File: src/sv/tt800_pkg.sv
// Package for the TT800 random generator: sizes, constants, the reset seed table
// and the twist and temper functions. Depends on nothing.
`default_nettype none

package tt800_pkg;

	localparam int STATE_WORDS = 25;
	localparam int TAP_OFFSET  = 7;
	localparam int AW          = $clog2(STATE_WORDS);
	localparam int WORD_W      = 32;

	localparam logic [WORD_W-1:0] MAG_VECTOR = 32'h8ebf_d028;
	localparam logic [WORD_W-1:0] TEMPER_B   = 32'h2b5b_2500;
	localparam logic [WORD_W-1:0] TEMPER_C   = 32'hdb8b_0000;
	localparam logic [WORD_W-1:0] SEED_MULT  = 32'd69069;

	localparam logic CMD_DRAW = 1'b0;
	localparam logic CMD_SEED = 1'b1;

	localparam logic [WORD_W-1:0] RESET_TABLE [STATE_WORDS] = '{
		32'h95f24dab, 32'h0b685215, 32'he76ccae7, 32'haf3ec239, 32'h715fad23,
		32'h24a590ad, 32'h69e4b5ef, 32'hbf456141, 32'h96bc1b7b, 32'ha7bdf825,
		32'hc1de75b7, 32'h8858a9c9, 32'h2da87693, 32'hb657f9dd, 32'hffdc8a9f,
		32'h8121da71, 32'h8b823ecb, 32'h885d05f5, 32'h4e20cd47, 32'h5a9ad5d9,
		32'h512c0c03, 32'hea857ccd, 32'h4cc1d30f, 32'h8891a8a1, 32'ha6b7aadb
	};

	// Partner word of the twist: (i + TAP_OFFSET) mod STATE_WORDS.
	function automatic logic [AW-1:0] tap_index(input logic [AW-1:0] i);
		logic [AW:0] s;
		s = {1'b0, i} + (AW+1)'(TAP_OFFSET);
		if (s >= (AW+1)'(STATE_WORDS)) begin
			s = s - (AW+1)'(STATE_WORDS);
		end
		return s[AW-1:0];
	endfunction

	function automatic logic [WORD_W-1:0] twist(input logic [WORD_W-1:0] w);
		return (w >> 1) ^ (w[0] ? MAG_VECTOR : '0);
	endfunction

	function automatic logic [WORD_W-1:0] temper(input logic [WORD_W-1:0] w);
		logic [WORD_W-1:0] t;
		t = w ^ ((w << 7) & TEMPER_B);
		t = t ^ ((t << 15) & TEMPER_C);
		t = t ^ (t >> 16);
		return t;
	endfunction

endpackage

`default_nettype wire

File: src/sv/tt800_ifs.sv
// Handshake channels of the TT800 generator: command channel and word channel.
// Depends on nothing.
`default_nettype none

interface tt800_cmd_if;
	logic        valid;
	logic        ready;
	logic        cmd;
	logic [31:0] seed_value;

	modport source (output valid, cmd, seed_value, input ready);
	modport sink   (input valid, cmd, seed_value, output ready);
endinterface

interface tt800_word_if;
	logic        valid;
	logic        ready;
	logic [31:0] random_word;

	modport source (output valid, random_word, input ready);
	modport sink   (input valid, random_word, output ready);
endinterface

`default_nettype wire

File: src/sv/tt800_random_generator.sv
// Top level of the TT800 twisted GFSR generator: control, valid bits and output register.
// Depends on tt800_pkg, tt800_ifs (channels) and tt800_ram (word store).
//
//   Channel  Dir  Payload                     Transfer
//   req      in   cmd (1), seed_value (32)    req.valid && req.ready
//   rsp      out  random_word (32)            rsp.valid && rsp.ready
//
// In a draw the command is taken and the word store is read, then the read word is
// tempered into the output register once that register is free. A draw that finds all
// words used first runs the twist, one word per cycle through the store's two read ports.
// A reseed writes one word per cycle through the seed multiplier.
// After reset the store reads as the built-in seed table through per-word valid bits,
// so no clearing pass is needed. A stalled output holds its word; the block still
// takes the next command and waits only when a new word has to go out.
`default_nettype none

module tt800_random_generator
	import tt800_pkg::*;
(
	input  wire logic    clk,
	input  wire logic    arst_n,
	tt800_cmd_if.sink    req,
	tt800_word_if.source rsp
);

	typedef enum logic [1:0] {
		S_IDLE,
		S_SEED,
		S_TWIST,
		S_DRAW
	} state_t;

	state_t             state_q;
	logic [AW-1:0]      pos_q;       // next word to draw; STATE_WORDS means used up
	logic [AW:0]        pos_cnt_q;   // holds 0..STATE_WORDS
	logic [AW-1:0]      idx_q;       // seed write index
	logic [AW:0]        tw_cnt_q;    // twist reads issued, 0..STATE_WORDS
	logic [WORD_W-1:0]  seed_q;      // current seed word, next product registered here
	logic               tw_v_s1;
	logic [AW-1:0]      tw_idx_s1;
	logic [STATE_WORDS-1:0] written_q;
	logic               vld_a_s1;
	logic               vld_b_s1;
	logic [AW-1:0]      addr_a_s1;
	logic [AW-1:0]      addr_b_s1;
	logic               out_valid_q;
	logic [WORD_W-1:0]  out_word_q;

	logic               re;
	logic [AW-1:0]      raddr_a;
	logic [AW-1:0]      raddr_b;
	logic [WORD_W-1:0]  rdata_a;
	logic [WORD_W-1:0]  rdata_b;
	logic               we;
	logic [AW-1:0]      waddr;
	logic [WORD_W-1:0]  wdata;
	logic [WORD_W-1:0]  word_a;
	logic [WORD_W-1:0]  word_b;
	logic               out_free;
	logic               req_fire;
	logic               twist_last;

	assign pos_q = pos_cnt_q[AW-1:0];

	// A word that was never written since reset still holds its seed table value.
	assign word_a = vld_a_s1 ? rdata_a : RESET_TABLE[addr_a_s1];
	assign word_b = vld_b_s1 ? rdata_b : RESET_TABLE[addr_b_s1];

	assign out_free   = !out_valid_q || rsp.ready;
	assign req_fire   = req.valid && req.ready;
	assign twist_last = tw_v_s1 && (tw_idx_s1 == AW'(STATE_WORDS - 1));

	assign req.ready       = (state_q == S_IDLE);
	assign rsp.valid       = out_valid_q;
	assign rsp.random_word = out_word_q;

	// Read and write port control. The twist reads word i and its partner while the
	// previous word is written back; the two never address the same entry, and the
	// partners at or past the wrap were rewritten many cycles earlier.
	always_comb begin
		re      = 1'b0;
		raddr_a = pos_q;
		raddr_b = tap_index(pos_q);
		we      = 1'b0;
		waddr   = idx_q;
		wdata   = seed_q;
		unique case (state_q)
			S_IDLE: begin
				re = req_fire && (req.cmd == CMD_DRAW)
					&& (pos_cnt_q < (AW+1)'(STATE_WORDS));
			end
			S_SEED: begin
				we = 1'b1;
			end
			S_TWIST: begin
				if (tw_cnt_q < (AW+1)'(STATE_WORDS)) begin
					re      = 1'b1;
					raddr_a = tw_cnt_q[AW-1:0];
					raddr_b = tap_index(tw_cnt_q[AW-1:0]);
				end else if (twist_last) begin
					// The first draw after the twist reads word 0.
					re      = 1'b1;
					raddr_a = '0;
					raddr_b = tap_index('0);
				end
				we    = tw_v_s1;
				waddr = tw_idx_s1;
				wdata = word_b ^ twist(word_a);
			end
			S_DRAW: begin
			end
			default: begin
			end
		endcase
	end

	tt800_ram #(
		.WIDTH (WORD_W),
		.DEPTH (STATE_WORDS),
		.AW    (AW)
	) u_words (
		.clk     (clk),
		.we      (we),
		.waddr   (waddr),
		.wdata   (wdata),
		.re      (re),
		.raddr_a (raddr_a),
		.raddr_b (raddr_b),
		.rdata_a (rdata_a),
		.rdata_b (rdata_b)
	);

	// Valid bits of the word store and the read-side pipeline registers.
	always_ff @(posedge clk or negedge arst_n) begin
		if (!arst_n) begin
			written_q <= '0;
			vld_a_s1  <= 1'b0;
			vld_b_s1  <= 1'b0;
			addr_a_s1 <= '0;
			addr_b_s1 <= '0;
		end else begin
			if (we) begin
				written_q[waddr] <= 1'b1;
			end
			if (re) begin
				vld_a_s1  <= written_q[raddr_a];
				vld_b_s1  <= written_q[raddr_b];
				addr_a_s1 <= raddr_a;
				addr_b_s1 <= raddr_b;
			end
		end
	end

	// Sequencer with the output register.
	always_ff @(posedge clk or negedge arst_n) begin
		if (!arst_n) begin
			state_q     <= S_IDLE;
			pos_cnt_q   <= '0;
			idx_q       <= '0;
			tw_cnt_q    <= '0;
			seed_q      <= '0;
			tw_v_s1     <= 1'b0;
			tw_idx_s1   <= '0;
			out_valid_q <= 1'b0;
			out_word_q  <= '0;
		end else begin
			// In the draw state the output register is refilled below instead.
			if (out_valid_q && rsp.ready && (state_q != S_DRAW)) begin
				out_valid_q <= 1'b0;
			end
			unique case (state_q)
				S_IDLE: begin
					if (req_fire) begin
						if (req.cmd == CMD_SEED) begin
							seed_q  <= req.seed_value;
							idx_q   <= '0;
							state_q <= S_SEED;
						end else if (pos_cnt_q >= (AW+1)'(STATE_WORDS)) begin
							tw_cnt_q <= '0;
							tw_v_s1  <= 1'b0;
							state_q  <= S_TWIST;
						end else begin
							state_q <= S_DRAW;
						end
					end
				end
				S_SEED: begin
					// Each product is registered before it feeds the next multiply.
					seed_q <= WORD_W'(seed_q * SEED_MULT);
					idx_q  <= idx_q + AW'(1);
					if (idx_q == AW'(STATE_WORDS - 1)) begin
						state_q <= S_IDLE;
					end
				end
				S_TWIST: begin
					if (tw_cnt_q < (AW+1)'(STATE_WORDS)) begin
						tw_v_s1   <= 1'b1;
						tw_idx_s1 <= tw_cnt_q[AW-1:0];
						tw_cnt_q  <= tw_cnt_q + (AW+1)'(1);
					end else begin
						tw_v_s1 <= 1'b0;
					end
					if (twist_last) begin
						pos_cnt_q <= '0;
						state_q   <= S_DRAW;
					end
				end
				S_DRAW: begin
					// The read data holds while the output register is still full.
					if (out_free) begin
						out_word_q  <= temper(word_a);
						out_valid_q <= 1'b1;
						pos_cnt_q   <= pos_cnt_q + (AW+1)'(1);
						state_q     <= S_IDLE;
					end
				end
				default: begin
					state_q <= S_IDLE;
				end
			endcase
		end
	end

endmodule

`default_nettype wire

File: src/sv/tt800_ram.sv
// Generic synchronous RAM: one write port, two read ports, registered read data.
// Depends on nothing.
`default_nettype none

module tt800_ram #(
	parameter int WIDTH = 32,
	parameter int DEPTH = 25,
	parameter int AW    = $clog2(DEPTH)
) (
	input  wire logic             clk,
	input  wire logic             we,
	input  wire logic [AW-1:0]    waddr,
	input  wire logic [WIDTH-1:0] wdata,
	input  wire logic             re,
	input  wire logic [AW-1:0]    raddr_a,
	input  wire logic [AW-1:0]    raddr_b,
	output logic      [WIDTH-1:0] rdata_a,
	output logic      [WIDTH-1:0] rdata_b
);

	logic [WIDTH-1:0] mem [DEPTH];

	always_ff @(posedge clk) begin
		if (we) begin
			mem[waddr] <= wdata;
		end
		if (re) begin
			rdata_a <= mem[raddr_a];
			rdata_b <= mem[raddr_b];
		end
	end

endmodule

`default_nettype wire

File: src/flat_wrapper.sv
// flat-port wrapper written by rule: the top's interface ports become plain ports
module tt800_random_generator_flat import tt800_pkg::*;
  (clk, arst_n, req_valid, req_cmd, req_seed_value, req_ready, rsp_valid, rsp_random_word, rsp_ready);
  tt800_cmd_if req_i ();
  tt800_word_if rsp_i ();
  input  wire logic clk;
  input  wire logic arst_n;
  input wire logic [$bits(req_i.valid)-1:0] req_valid;
  input wire logic [$bits(req_i.cmd)-1:0] req_cmd;
  input wire logic [$bits(req_i.seed_value)-1:0] req_seed_value;
  output wire logic [$bits(req_i.ready)-1:0] req_ready;
  output wire logic [$bits(rsp_i.valid)-1:0] rsp_valid;
  output wire logic [$bits(rsp_i.random_word)-1:0] rsp_random_word;
  input wire logic [$bits(rsp_i.ready)-1:0] rsp_ready;
  assign req_i.valid = req_valid;
  assign req_i.cmd = req_cmd;
  assign req_i.seed_value = req_seed_value;
  assign req_ready = req_i.ready;
  assign rsp_valid = rsp_i.valid;
  assign rsp_random_word = rsp_i.random_word;
  assign rsp_i.ready = rsp_ready;
  tt800_random_generator u_core (.clk(clk), .arst_n(arst_n), .req(req_i), .rsp(rsp_i));
endmodule
File: config.mk
export PLATFORM = sky130hd
export DESIGN_NAME = tt800_random_generator_flat
export DESIGN_NICKNAME = d
export VERILOG_FILES = /design/src/sv/tt800_pkg.sv /design/src/sv/tt800_ifs.sv /design/src/sv/tt800_random_generator.sv /design/src/sv/tt800_ram.sv /design/src/flat_wrapper.sv
export SDC_FILE = /design/constraint.sdc
export NUM_CORES = 2
export LEC_CHECK = 0
export BUFFER_PORTS_ARGS = -buffer_cell sky130_fd_sc_hd__buf_4
export CAP_MARGIN = 40
export CELL_PAD_IN_SITES_DETAIL_PLACEMENT = 1
export CELL_PAD_IN_SITES_GLOBAL_PLACEMENT = 2
export CORE_MARGIN = 4
export CORE_UTILIZATION = 40
export CTS_BUF_LIST = sky130_fd_sc_hd__clkbuf_16
export DETAILED_ROUTE_END_ITERATION = 10
export GPL_ROUTABILITY_DRIVEN = 0
export PLACE_DENSITY_LB_ADDON = 0.12
export SLEW_MARGIN = 20
export SYNTH_ARGS = -nofsm -noshare
export SYNTH_HDL_FRONTEND = slang
export SYNTH_SLANG_ARGS = --single-unit
File: constraint.sdc
create_clock -name clk -period 5.29 [get_ports clk]
set_input_delay 0.529 -clock clk [delete_from_list [all_inputs] [get_ports clk]]
set_output_delay 0.529 -clock clk [all_outputs]
set_load 0.03 [all_outputs]
# --- Yosys cells after proc, flatten, opt, wreduce, memory -nomap -nowiden ---
# Memories as Yosys holds them, arrays and structs flattened. A register that Yosys moved wholly into a read port is not among the register bits.
# Index checks and enable logic that the tools add are counted.
word_totals:
  register_bits: 127
  ramBits: 800
  mem_bits_ro: 2048
  input_bits: 37
  output_inout_bits: 34
  n_memories: 3
memory_table:
  columns: ["memory", "depth", "word_bits", "read_ports", "rd_clocked_by_memory_dff", "wr", "line_no", "text"]
  rows:
  - ["(no name shown)", 32, 32, 1, 0, 0, "tt800_random_generator.sv:67", "assign word_b = vld_b_s1 ? rdata_b : RESET_TABLE[addr_b_s1];"]
  - ["(no name shown)", 32, 32, 1, 0, 0, "tt800_random_generator.sv:66", "assign word_a = vld_a_s1 ? rdata_a : RESET_TABLE[addr_a_s1];"]
  - ["u_core.u_words.mem", 25, 32, 2, 2, 1, "tt800_ram.sv:21", "logic [WIDTH-1:0] mem [DEPTH];"]
op_classes:
  addsub: 7
  mul: 1
  magnitude_cmp: 11
  eq_ne: 14
  mux: 58
  n_bitwise: 9
  reduce_logical: 20
op_table:
  columns: ["op", "n"]
  rows:
  - ["32-bit two-way mux", 10]
  - ["32-bit one-hot mux with 2 select lines", 1]
  - ["32-bit bitwise XOR", 2]
  - ["5-bit two-way mux", 11]
  - ["6-bit two-way mux", 6]
  - ["32-bit by 17-bit multiplier with 32-bit output, second input constant", 1]
  - ["31-bit by 32-bit bitwise XOR with 32-bit output", 1]
  - ["32-bit by 16-bit bitwise XOR with 32-bit output", 1]
  - ["32-bit by 30-bit bitwise XOR with 32-bit output", 1]
  - ["25-bit OR", 1]
  - ["6-bit one-hot mux with 2 select lines", 2]
  - ["6-bit by 5-bit greater-or-equal comparator with 1-bit output, second input constant", 3]
  - ["5-bit by 6-bit < comparator with 1-bit output, second input constant", 3]
  - ["1-bit two-way mux", 15]
  - ["5-bit by 3-bit adder with 6-bit output, second input constant", 2]
  - ["6-bit by 1-bit adder with 6-bit output, second input constant", 2]
  - ["6-bit greater-or-equal comparator, second input constant", 2]
  - ["6-bit by 5-bit < comparator with 1-bit output, second input constant", 2]
  - ["5-bit NOT with 6-bit output", 2]
  - ["1-bit binary-select mux with 5-bit select", 2]
  - ["5-bit equality test, second input constant", 2]
  - ["2-bit two-way mux", 5]
  - ["2-bit inequality test, second input constant", 5]
  - ["5-bit one-hot mux with 2 select lines", 1]
  - ["other kinds (19)", 37]

# --- Longest topological paths before layout ---
logic_depth:
  ltp_word: 9
  ltp_mapped: 21
  depth_no_buf: 21

# --- Cells and area by module ---
# From an unflattened synthesis, not the netlist that was laid out.
unflattened:
  cells_unflattened: 4095
  hier_area_um2: 56284.0
by_module_without_submodules:
  columns: ["mod", "instances", "cells_each", "area_per_inst_um2", "seq_area_each_um2"]
  rows:
  - ["tt800_ram", 1, 2037, 38874.8, 25944.9]
  - ["tt800_random_generator", 1, 2058, 17409.2, 3178.0]

# --- Worst setup path before layout ---
# No wires, ideal clock.
synth_path:
  path_kind: "flip-flop to flip-flop"
  start: "reg u_core.seed_q[15]"
  end: "reg u_core.seed_q[31]"
  setup_ps: 131
  t_arrival_ps: 5388
  required_ps: 5159
  path_slack_ps: -229
  stages_incl_launch_ff: 22
  n_path_buf: 0
  synth_period_minus_slack_ps: 5519
  cell_sequence: "dfrtp_1 > ha_1 > fa_1 > inv_1 > fa_1 > inv_1 > fa_1 > fa_1 > inv_1 > fa_1 > inv_1 > ha_1 > a21oi_1 > o21ai_0 > or2_2 > nor4_1 > a21oi_1 > o31ai_1 > a21oi_1 > a21oi_1 > xnor2_1 > o21ai_0"
synth_via:
  elab_chain_len: 2
synth_lines:
  columns: ["element", "line_no", "text"]
  rows:
  - ["from (decl)", "tt800_random_generator.sv:38", "logic [WORD_W-1:0] seed_q;"]
  - ["from (signal assigned)", "tt800_random_generator.sv:175", "seed_q <= req.seed_value;"]
  - ["from (signal assigned)", "tt800_random_generator.sv:189", "seed_q <= WORD_W'(seed_q * SEED_MULT);"]
  - ["32-bit by 17-bit multiplier with 32-bit output", "tt800_random_generator.sv:189", null]
  - ["32-bit one-hot mux with 2 select lines", "tt800_random_generator.sv:171", "unique case (state_q)"]
# No other way between the ends.
# A chain may end at the register's enable or synchronous reset.

# --- Worst setup path after layout ---
layout_path:
  start: "reg u_core.seed_q[14]"
  end: "reg u_core.seed_q[29]"
# Same word-level chain as after synthesis.

==> metrics.log <==
INFO  metric timing.max_cap.violations = 0
INFO  metric synthTopCellsByArea = sky130_fd_sc_hd__edfxtp_1 45%, sky130_fd_sc_hd__dfrtp_1 5.5%, sky130_fd_sc_hd__fa_1 5.1%, sky130_fd_sc_hd__nand2_1 4.7%, sky130_fd_sc_hd__mux2i_1 4.2%
INFO  metric placed_cell_area = 62800 sq um
INFO  metric combinational_family_with_the_most_area_after_synthesis = compound AO/OA/AOI/OAI gates
INFO  metric cts_sinks = 991
INFO  metric placedCellCount = 7089
INFO  metric syn-num-nets = 5506
INFO  metric yosys_warnings = 0
INFO  metric run_status = finished with violations
INFO  metric avg_cell_area_syn = 11.2 sq um
INFO  metric setup_viol_count_final = 4
INFO  metric synth.top_cell.area_share = 0.450
INFO  metric netlist_area = 57600 sq um
INFO  metric grt_pass1_wl = 312000 um
INFO  metric antenna_violations_before_repair = 6
INFO  metric worstSetupStartpointType = flop
INFO  metric post-route-min-period = 5.35 ns
INFO  metric synth.mux.area_fraction = 0.0862
INFO  metric worstMarginPinSlew = 0.960 ns
INFO  metric arrival = 5.91 ns
INFO  metric clock_tree.root_cell = sky130_fd_sc_hd__clkbuf_16
INFO  metric layout-drive-gt1-share = 0.180
INFO  metric max_clock_freq = 0.187 GHz
INFO  metric cts_made_buffers = 113
INFO  metric synthAdderAreaFrac = 0.0922
INFO  metric max-slew-margin-rel = 0.360
INFO  metric post_synthesis_to_final_layout_area_growth = 16.2%
INFO  metric setup.worst_path.start = u_core.seed_q[14]$_DFFE_PN0P_
INFO  metric fillerInstances = 15100
INFO  metric gr-usage-all-layers = 0.279
INFO  metric final_wirelength = 214000 um
INFO  metric die-area = 150000 sq um
INFO  metric detailed_routing_wirelength_on_met1 = 94900 um
INFO  metric number_of_global_route_vias_before_repair = 44900
INFO  metric dr.max_layer_used = met5
INFO  metric std_cell_rows = 139
INFO  metric maximum_root_to_sink_buffer_count = 3
INFO  metric fp.dieW = 388 um
INFO  metric grt_start_max_net_pins = 121
INFO  metric cts_tree = built
INFO  metric setup_skew = 0.0707 ns
INFO  metric detail-route-antenna-nets = 0
INFO  metric design_area = 66900 sq um
INFO  metric unrepaired_setup_endpoints_after_global_routing = yes
INFO  metric path_clk_slew = 0.06 ns
INFO  metric layout.cells.most_common = sky130_fd_sc_hd__edfxtp_1
INFO  metric clk-insertion-delay-late = 0.76 ns
INFO  metric critical_register_to_register_path_startpoint = u_core.seed_q[14]$_DFFE_PN0P_
INFO  metric post_synth_and_or_nand_nor_area_fraction = 0.110
INFO  metric crit_path_end_kind = flop
INFO  metric number_of_enable_flip_flop_cells_after_synthesis = 864
INFO  metric postLayoutSetupSlackWorst = -0.0560 ns
INFO  metric place_hpwl = 143000 um
INFO  metric layout_worst_path_cycle_share = 1.01
INFO  metric worst_r2r_endpoint = u_core.seed_q[29]$_DFFE_PN0P_
INFO  metric reg2reg_depth = 22
INFO  metric die_y = 388 um
INFO  metric drt-wirelength-per-cell = 29.3 um
INFO  metric numPortBuffers = 70
INFO  metric detailedRoute.firstIterationViolations = 3875
INFO  metric layout_common_cells = 864 x sky130_fd_sc_hd__edfxtp_1, 726 x sky130_fd_sc_hd__nand2_1, 362 x sky130_fd_sc_hd__buf_4, 296 x sky130_fd_sc_hd__inv_1, 240 x sky130_fd_sc_hd__mux2i_1
INFO  metric design.portCount = 71
INFO  metric synth_area_leader_cell = sky130_fd_sc_hd__edfxtp_1
INFO  metric hold_path_depth = 3
INFO  metric drt_drc_violations_left = 0
INFO  metric routed-wl-met3 = 12000 um
INFO  metric synth_cell_type_count = 93
INFO  metric top_flip_flop_cell_by_instance_count_after_synthesis = sky130_fd_sc_hd__edfxtp_1
INFO  metric synth_cells = 5132
INFO  metric report.final.hold_viol_count = 0
INFO  metric synth_xor_area_frac = 0.0211
INFO  metric met2_length = 101000 um
INFO  metric hp-start = req_seed_value[28]
INFO  metric setup.worst_path.class = flop to flop
INFO  metric viasPerCell = 5.97
INFO  metric synth-async-reset-ratio = 0.128
INFO  metric critPathMaxFanout = 3
INFO  metric final_total_negative_setup_slack = -0.117 ns
INFO  metric placeable_core_region = 143000 sq um
INFO  metric design.final.nets = 5685
INFO  metric detailedRoute.firstPassIterationCount = 8
INFO  metric crit_required = 5.85 ns
INFO  metric num_vias = 43600
INFO  metric start_util = 0.402
INFO  metric synth_seq_cells = 991
INFO  metric hold_path_end = u_core.seed_q[28]$_DFFE_PN0P_
INFO  metric ys_seq_area_frac = 0.505
INFO  metric post_synthesis_compound_gate_area_fraction = 0.136
INFO  metric violated_checks = negative setup slack
INFO  metric worst_reg_to_reg_setup_slack = -0.06 ns
INFO  metric hold_path.class = input pin to flop
INFO  metric htreeDepth = 3
INFO  metric final-max-slew-violation-count = 0
INFO  metric fin_cells = 7303
INFO  metric aggregate_global_routing_overflow = 0
## timing repair
item | CTS | global route
hold endpoints to repair | 41 | 0
setup buffers | 5 | 1
hold buffers | 1 | 0
resized for setup | 95 | 51
setup endpoints to repair | 18 | 19
pin swaps | 63 | 34
## sequential cells by signal, indices dropped and copies added, names as in the netlist, 2 cells and up
register and cells:
u_core.addr_a_s1 5, u_core.addr_b_s1 5, u_core.idx_q 5, u_core.pos_cnt_q 6, u_core.rsp.random_word 32, u_core.seed_q 32, u_core.state_q 2, u_core.tw_cnt_q 6
u_core.tw_idx_s1 5, u_core.u_words.mem 800, u_core.u_words.rdata_a 32, u_core.u_words.rdata_b 32, u_core.written_q 25
## cell usage after synthesis, types with 49 or more instances
cell and instances:
sky130_fd_sc_hd__a211oi_1 224, sky130_fd_sc_hd__a21oi_1 233, sky130_fd_sc_hd__a311oi_1 141, sky130_fd_sc_hd__a31oi_1 81, sky130_fd_sc_hd__and2_1 139, sky130_fd_sc_hd__buf_2 110, sky130_fd_sc_hd__clkbuf_1 197, sky130_fd_sc_hd__dfrtp_1 127
sky130_fd_sc_hd__edfxtp_1 864, sky130_fd_sc_hd__fa_1 146, sky130_fd_sc_hd__ha_1 191, sky130_fd_sc_hd__inv_1 288, sky130_fd_sc_hd__mux2_2 71, sky130_fd_sc_hd__mux2i_1 241, sky130_fd_sc_hd__mux4_2 64, sky130_fd_sc_hd__nand2_1 729
sky130_fd_sc_hd__nand3_1 91, sky130_fd_sc_hd__nor2_1 246, sky130_fd_sc_hd__nor3_1 81, sky130_fd_sc_hd__o21ai_0 181, sky130_fd_sc_hd__o22ai_1 77, sky130_fd_sc_hd__xnor2_1 86, sky130_fd_sc_hd__xor2_1 49
## kinds of logic (layout without fill, tap and decap cells)
group                      count (synthesis)  count (layout)
and+or+nand+nor                         1435            1435
xor gates and xnor gates                 137             137
buffers and inverters                    670             937
other                                      0               1
muxes                                    404             404
DFF                                      991             991
AOI/OAI and AO/OA                       1158            1158
adders and majority gates                337             337
## worst max-delay path by stage
stage	to	slack, ns	cells past startpoint
after floorplan	u_core.seed_q[29]$_DFFE_PN0P_	0.003	21
after global placement	u_core.seed_q[31]$_DFFE_PN0P_	-0.44	21
after detailed placement	u_core.seed_q[29]$_DFFE_PN0P_	-0.46	21
after CTS	u_core.seed_q[31]$_DFFE_PN0P_	-0.01	22
after global routing	u_core.seed_q[29]$_DFFE_PN0P_	-0.30	22
final	u_core.seed_q[29]$_DFFE_PN0P_	-0.06	22
## layer usage
metal / GRT usage / up-vias
li1: - / 19200
met1: 0.391 / 22800
met2: 0.460 / 1377
met3: 0.0327 / 281
met4: 0.0734 / 2
met5: 0 / -
## final cells by class
class | instances | area [sq um] | area share
clock buffer | 113 | 2830 | 0.0422
timing repair buffer | 441 | 4120 | 0.0616
clock inverter | 90 | 663 | 0.00991
sequential | 991 | 29100 | 0.435
tap | 1903 | 2380 | 0.0356
antenna | 1 | 2.50 | 0.0000374
inverter | 293 | 1100 | 0.0164
multi-input combinational | 3471 | 26700 | 0.399
## worst max-delay path, stage by stage (launching register included)
cell                      delay, ns
sky130_fd_sc_hd__dfrtp_2       0.44
sky130_fd_sc_hd__buf_6         0.14
sky130_fd_sc_hd__ha_4          0.16
sky130_fd_sc_hd__fa_1          0.55
sky130_fd_sc_hd__inv_2         0.04
sky130_fd_sc_hd__fa_1          0.49
sky130_fd_sc_hd__inv_1         0.05
sky130_fd_sc_hd__fa_1          0.45
sky130_fd_sc_hd__fa_1          0.49
sky130_fd_sc_hd__inv_1         0.05
sky130_fd_sc_hd__fa_1          0.49
sky130_fd_sc_hd__inv_2         0.05
sky130_fd_sc_hd__ha_4          0.22
sky130_fd_sc_hd__a21oi_4       0.15
sky130_fd_sc_hd__o21ai_2       0.08
sky130_fd_sc_hd__or2_4         0.26
sky130_fd_sc_hd__nor4_4        0.28
sky130_fd_sc_hd__a21oi_4       0.13
sky130_fd_sc_hd__o31ai_4       0.26
sky130_fd_sc_hd__a21oi_2       0.09
sky130_fd_sc_hd__xor2_1        0.15
sky130_fd_sc_hd__mux2i_1       0.14
sky130_fd_sc_hd__o21ai_1       0.07
## metrics by stage
step                      setup WS (ns)  hold slack, ns   util
after floorplan                 0.00311           0.233      -
after global routing             -0.298          0.0977  0.467
after detailed placement         -0.458           0.333  0.438
final                           -0.0560          0.0853  0.467
after global placement           -0.442           0.332  0.436
after CTS                       -0.0120          0.0395  0.466
Power is left out: the tool's default activity adds up to more than one toggle a clock period on the data nets, which glitch-free logic cannot reach.
